File: config.mk
export PLATFORM = sky130hd
export DESIGN_NAME = ocvh_front
export DESIGN_NICKNAME = d
export VERILOG_FILES = /design/src/ocvh_pkg.sv /design/src/ocvh_front.sv
export SDC_FILE = /design/constraint.sdc
export NUM_CORES = 1
export LEC_CHECK = 0
export BUFFER_PORTS_ARGS = -buffer_cell sky130_fd_sc_hd__clkbuf_2
export CAP_MARGIN = 0
export CORE_AREA = 2 2 82 84
export CTS_CLUSTER_DIAMETER = 30
export DETAILED_ROUTE_END_ITERATION = 16
export DIE_AREA = 0 0 84 86
export PLACE_DENSITY = 0.82
export SKIP_CTS_REPAIR_TIMING = 1
export SYNTH_ARGS = -nofsm -noshare
export SYNTH_HDL_FRONTEND = slang
export SYNTH_SLANG_ARGS = --single-unit
File: constraint.sdc
create_clock -name clk -period 3.3 [get_ports clk]
set_clock_uncertainty 0.2 [all_clocks]
set_input_delay 0.495 -clock clk [delete_from_list [all_inputs] [get_ports clk]]
set_output_delay 0.495 -clock clk [all_outputs]
set_load 0.01 [all_outputs]
File: src/ocvh_pkg.sv
// Shared types, constants and helpers for the online polygon convex hull core.
// No dependencies; used by ocvh_front, ocvh_back and the top level.
`default_nettype none

package ocvh_pkg;

  localparam int unsigned RING_DEPTH = 1024;
  localparam int unsigned COORD_BITS = 16;
  localparam int unsigned IDX_BITS   = 10;
  localparam int unsigned SIZE_BITS  = 11;
  localparam int unsigned PTR_BITS   = $clog2(RING_DEPTH);
  localparam int unsigned CNT_BITS   = $clog2(RING_DEPTH + 1);
  localparam int unsigned PT_BITS    = 2 * COORD_BITS;
  localparam int unsigned DIFF_BITS  = COORD_BITS + 1;
  localparam int unsigned PROD_BITS  = 2 * DIFF_BITS;
  localparam int unsigned CMP_BITS   = (IDX_BITS > CNT_BITS) ? IDX_BITS : CNT_BITS;
  localparam int unsigned SUM_BITS   = ((PTR_BITS > IDX_BITS) ? PTR_BITS : IDX_BITS) + 1;

  localparam logic [1:0] CMD_ADD   = 2'd0;
  localparam logic [1:0] CMD_READ  = 2'd1;
  localparam logic [1:0] CMD_CLEAR = 2'd2;

  localparam logic [1:0] ST_OK       = 2'd0;
  localparam logic [1:0] ST_OVERFLOW = 2'd1;
  localparam logic [1:0] ST_RANGE    = 2'd2;

  typedef enum logic [1:0] {
    OP_ADD   = 2'd0,
    OP_READ  = 2'd1,
    OP_CLEAR = 2'd2,
    OP_NOP   = 2'd3
  } op_t;

  typedef struct packed {
    op_t                   op;
    logic [COORD_BITS-1:0] x;
    logic [COORD_BITS-1:0] y;
    logic [IDX_BITS-1:0]   idx;
  } item_t;

  typedef struct packed {
    logic [SIZE_BITS-1:0]         hull_size;
    logic signed [COORD_BITS-1:0] vertex_x;
    logic signed [COORD_BITS-1:0] vertex_y;
    logic                         point_kept;
    logic [1:0]                   status;
  } result_t;

  function automatic logic [PTR_BITS-1:0] ring_next(input logic [PTR_BITS-1:0] p);
    return (p == PTR_BITS'(RING_DEPTH - 1)) ? '0 : p + 1'b1;
  endfunction

  function automatic logic [PTR_BITS-1:0] ring_prev(input logic [PTR_BITS-1:0] p);
    return (p == '0) ? PTR_BITS'(RING_DEPTH - 1) : p - 1'b1;
  endfunction

  function automatic logic signed [COORD_BITS-1:0] pt_x(input logic [PT_BITS-1:0] p);
    return p[PT_BITS-1 -: COORD_BITS];
  endfunction

  function automatic logic signed [COORD_BITS-1:0] pt_y(input logic [PT_BITS-1:0] p);
    return p[COORD_BITS-1:0];
  endfunction

  function automatic logic signed [DIFF_BITS-1:0] coord_diff(
    input logic signed [COORD_BITS-1:0] a,
    input logic signed [COORD_BITS-1:0] b
  );
    logic signed [DIFF_BITS-1:0] ae;
    logic signed [DIFF_BITS-1:0] be;
    ae = DIFF_BITS'(a);
    be = DIFF_BITS'(b);
    return ae - be;
  endfunction

endpackage

`default_nettype wire

File: src/ocvh_front.sv
// Front end: accepts command words, classifies them and queues them (2 deep).
// Depends on ocvh_pkg.
`default_nettype none

module ocvh_front (
  input  wire logic                                 clk,
  input  wire logic                                 rst_n,
  input  wire logic                                 in_valid,
  output logic                                      in_ready,
  input  wire logic [1:0]                           in_command,
  input  wire logic signed [ocvh_pkg::COORD_BITS-1:0] in_point_x,
  input  wire logic signed [ocvh_pkg::COORD_BITS-1:0] in_point_y,
  input  wire logic [ocvh_pkg::IDX_BITS-1:0]        in_read_index,
  output logic                                      item_valid,
  input  wire logic                                 item_ready,
  output ocvh_pkg::item_t                           item
);

  ocvh_pkg::item_t q_r [2];
  logic            wr_ptr_r;
  logic            rd_ptr_r;
  logic [1:0]      cnt_r;
  logic [1:0]      cnt_nxt;
  logic            push;
  logic            pop;
  ocvh_pkg::item_t cls;

  always_comb begin
    cls.x   = in_point_x;
    cls.y   = in_point_y;
    cls.idx = in_read_index;
    case (in_command)
      ocvh_pkg::CMD_ADD:   cls.op = ocvh_pkg::OP_ADD;
      ocvh_pkg::CMD_READ:  cls.op = ocvh_pkg::OP_READ;
      ocvh_pkg::CMD_CLEAR: cls.op = ocvh_pkg::OP_CLEAR;
      default:             cls.op = ocvh_pkg::OP_NOP;
    endcase
  end

  assign in_ready   = (cnt_r != 2'd2);
  assign item_valid = (cnt_r != 2'd0);
  assign item       = q_r[rd_ptr_r];
  assign push       = in_valid && in_ready;
  assign pop        = item_valid && item_ready;

  always_comb begin
    cnt_nxt = cnt_r;
    if (push && !pop) begin
      cnt_nxt = cnt_r + 2'd1;
    end else if (pop && !push) begin
      cnt_nxt = cnt_r - 2'd1;
    end
  end

  always_ff @(posedge clk) begin
    if (!rst_n) begin
      wr_ptr_r <= 1'b0;
      rd_ptr_r <= 1'b0;
      cnt_r    <= 2'd0;
    end else begin
      cnt_r <= cnt_nxt;
      if (push) begin
        wr_ptr_r <= ~wr_ptr_r;
      end
      if (pop) begin
        rd_ptr_r <= ~rd_ptr_r;
      end
    end
  end

  always_ff @(posedge clk) begin
    if (push) begin
      q_r[wr_ptr_r] <= cls;
    end
  end

endmodule

`default_nettype wire

==> summary.txt <==
Place
  • Detailed-placement wirelength estimate: 3790 um
  • GPL Wtd Cong: 0.741
  • Number of port buffers: 93

Route
  • WL met1: 2290 um
  • DRC viols: 0
  • Routed met3 length: 377 um
  • Avg WL per Cell: 16.1 um
  • Vias: 1755
  • DRT iter0 DRCs: 108
  • Vias per cell: 5.10
  • Routed Antenna Nets: 0
  • Routed wl met2: 2780 um
  • Total wire length: 5550 um
  • DR top layer: met4
  • First-pass iteration count of the detailed router: 4

Yosys
  • Cell taking the most area after synthesis: edfxtp_1
  • Post-synth EDFFs: 88
  • Syn Area/Cell: 21.0 um^2
  • Number of warnings issued by yosys: 0
  • Synth top area share: 0.772
  • Fraction of registers with async set/reset: 0
  • Net Count, Synth: 212
  • Top cells by area, synth: edfxtp_1 77%, mux2_2 14%, dfxtp_1 2.9%
  • Synth Flop Type: edfxtp_1
  • Seq/Total Area, Yosys: 0.802
  • Syn Inst Count: 163
  • Unique masters post-synth: 21
  • Cell Area, Synth: 3420 um^2
  • Flops & latches, synth: 93

Power
  • Sw Pwr: 0.822 mW
  • PD cells: 714 nW/um^2
  • Comb pwr share: 0.261
  • Switching share of power: 0.279
  • Max IR drop VDD: 0.000691 V
  • Clk network pwr share: 0.214
  • Cell Int Power: 2.12 mW
  • Leak: 1.56 nW
  • Sequential share of power: 0.525

Clock tree
  • Clk sinks: 93
  • Clk_lat worst skew: 0.34 ns
  • CTS Buffer Depth: 2
  • Root Driver: clkbuf_8
  • Total CTS buffers: 9
  • Clock slew at reported path FFs: 0.08 ns
  • CTS tree: yes
  • H-tree lvl count: 3

Critical path
  • R2R setup slack: 1.23 ns
  • R2R cell count: 2
  • Worst Setup Start Kind: register
  • Critical Path, Cell by Cell: buf_4, mux2_2, clkbuf_2
  • Worst R2R End: q_r[1][24]
  • WP depth: 3
  • Critical path fanouts, max: 22
  • Setup crit end kind: primary output
  • CP endpoint: item[41]
  • Crit-path max cell delay: 0.51 ns
  • Reg2reg start: cnt_r[0]
  • CP Class: register to primary output
  • CP max stage cell: dfxtp_2
  • Bufs and invs on worst path: 2
  • Critical Path RT: 2.60 ns
  • Crit path arrival time: 1.74 ns
  • Critical path's top delay family: flip-flops

Layout
  • Commonest cells after routing, fill and taps aside: 93 x clkbuf_2, 88 x edfxtp_1, 44 x mux2_2
  • Fin nets: 311
  • Antenna diode count: 0
  • Layout cells sized above 1: 0.599
  • Area growth syn-to-layout: 20.6%
  • Leading cell type in the layout, fill and taps excluded: clkbuf_2

STA
  • Min Tclk post-route: 2.43 ns
  • Slew HR: 0.319
  • Slew @ Worst Pin: 1.02 ns
  • F_max: 411 MHz
  • RSZ-0062 raised after global routing: false
  • Post-route clock period utilization: 0.738
  • Hold Violations, Final: 0
  • Worst-case hold slack: 0.141 ns
  • Setup TNS: 0 ns
  • Max-slew violation count: 0
  • Final setup fails: 0

Status
  • Status: completed

Floorplan
  • Die Span X: 84 um
  • Starting density of the core: 0.545
  • Placeable Area: 6280 um^2
  • I/O pins: 94
  • Rows: 29
  • Die area: 7220 um^2
  • Die H: 86 um

Global route
  • Antenna violations before repair: 0
  • Grt ovf: 0
  • Global-route wire length before repair: 8650 um
  • GRT Total Usage: 0.160
  • Largest net degree at the start of global routing: 45
  • Vias in the first global route: 1786

Run
  • Max-cap violations: 0

Hold path
  • Hold Path Class: input pin to register
-- power by group through the flow --
stage,Combinational (mW),Clock [mW],Sequential [mW]
after floorplan,0.529,0,1.54
after global placement,0.768,0,1.56
after detailed placement,0.779,0,1.57
after CTS,0.783,0.651,1.55
after global routing,0.837,0.700,1.56
final,0.767,0.631,1.55
-- worst min-delay path by stage --
| stage | to | slack (ns) | from | cells past startpoint |
|---|---|---|---|---|
| global route | q_r[0][12] | 0.12 | in_point_y[2] | 1 |
| global placement | cnt_r[1] | 0.35 | cnt_r[1] | 2 |
| detailed placement | cnt_r[1] | 0.37 | cnt_r[1] | 2 |
| floorplan | cnt_r[1] | 0.31 | cnt_r[1] | 2 |
| finish | q_r[0][29] | 0.14 | in_point_x[3] | 1 |
| CTS | q_r[1][29] | 0.12 | in_point_x[3] | 1 |
-- area by class of cell --
type / instances / area [um^2]
Clock buffer: 9 / 124
Clock inverter: 7 / 42.5
Fill cell: 466 / 2150
Inverter: 1 / 3.75
Multi-Input combinational cell: 62 / 636
Sequential cell: 93 / 2740
Tap cell: 77 / 96.3
Timing Repair Buffer: 95 / 480
-- through the flow --
stage,cells,util,total power [mW],worst slack (ns),instance area [um^2]
after floorplan,163,-,2.07,1.02,3420
after global placement,328,0.631,2.33,1.20,3960
after detailed placement,328,0.631,2.35,1.18,3960
after CTS,344,0.657,2.98,0.830,4130
after global routing,344,0.657,3.10,0.761,4130
final,344,0.657,2.94,0.865,4130
-- sequential cells by signal (all words and copies together), names as in the netlist, named ones only --
register  flops
q_r          88
wr_ptr_r      1
rd_ptr_r      1
cnt_r         2
-- per-layer routing --
metal  GRT usage  up-vias
met4      0.0557        0
met2       0.267       71
met5           0        -
met3      0.0664       11
met1       0.190      846
li1            -      827
-- kinds of logic after synthesis --
kind of cell    count (synthesis)  share of synthesized area
xor+xnor                        3                    0.00768
flops                          93                      0.802
fa+ha+maj                       1                    0.00366
buf+inv                         8                     0.0128
mux                            44                      0.145
simple gates                    9                     0.0190
compound gates                  5                     0.0102
-- Yosys cell counts (2+ instances only) --
cell type,n
buf_4,3
and2_1,4
clkbuf_1,2
buf_2,2
edfxtp_1,88
mux2_2,44
dfxtp_1,5
xnor2_1,2
Power figures use the tool's default switching activity.
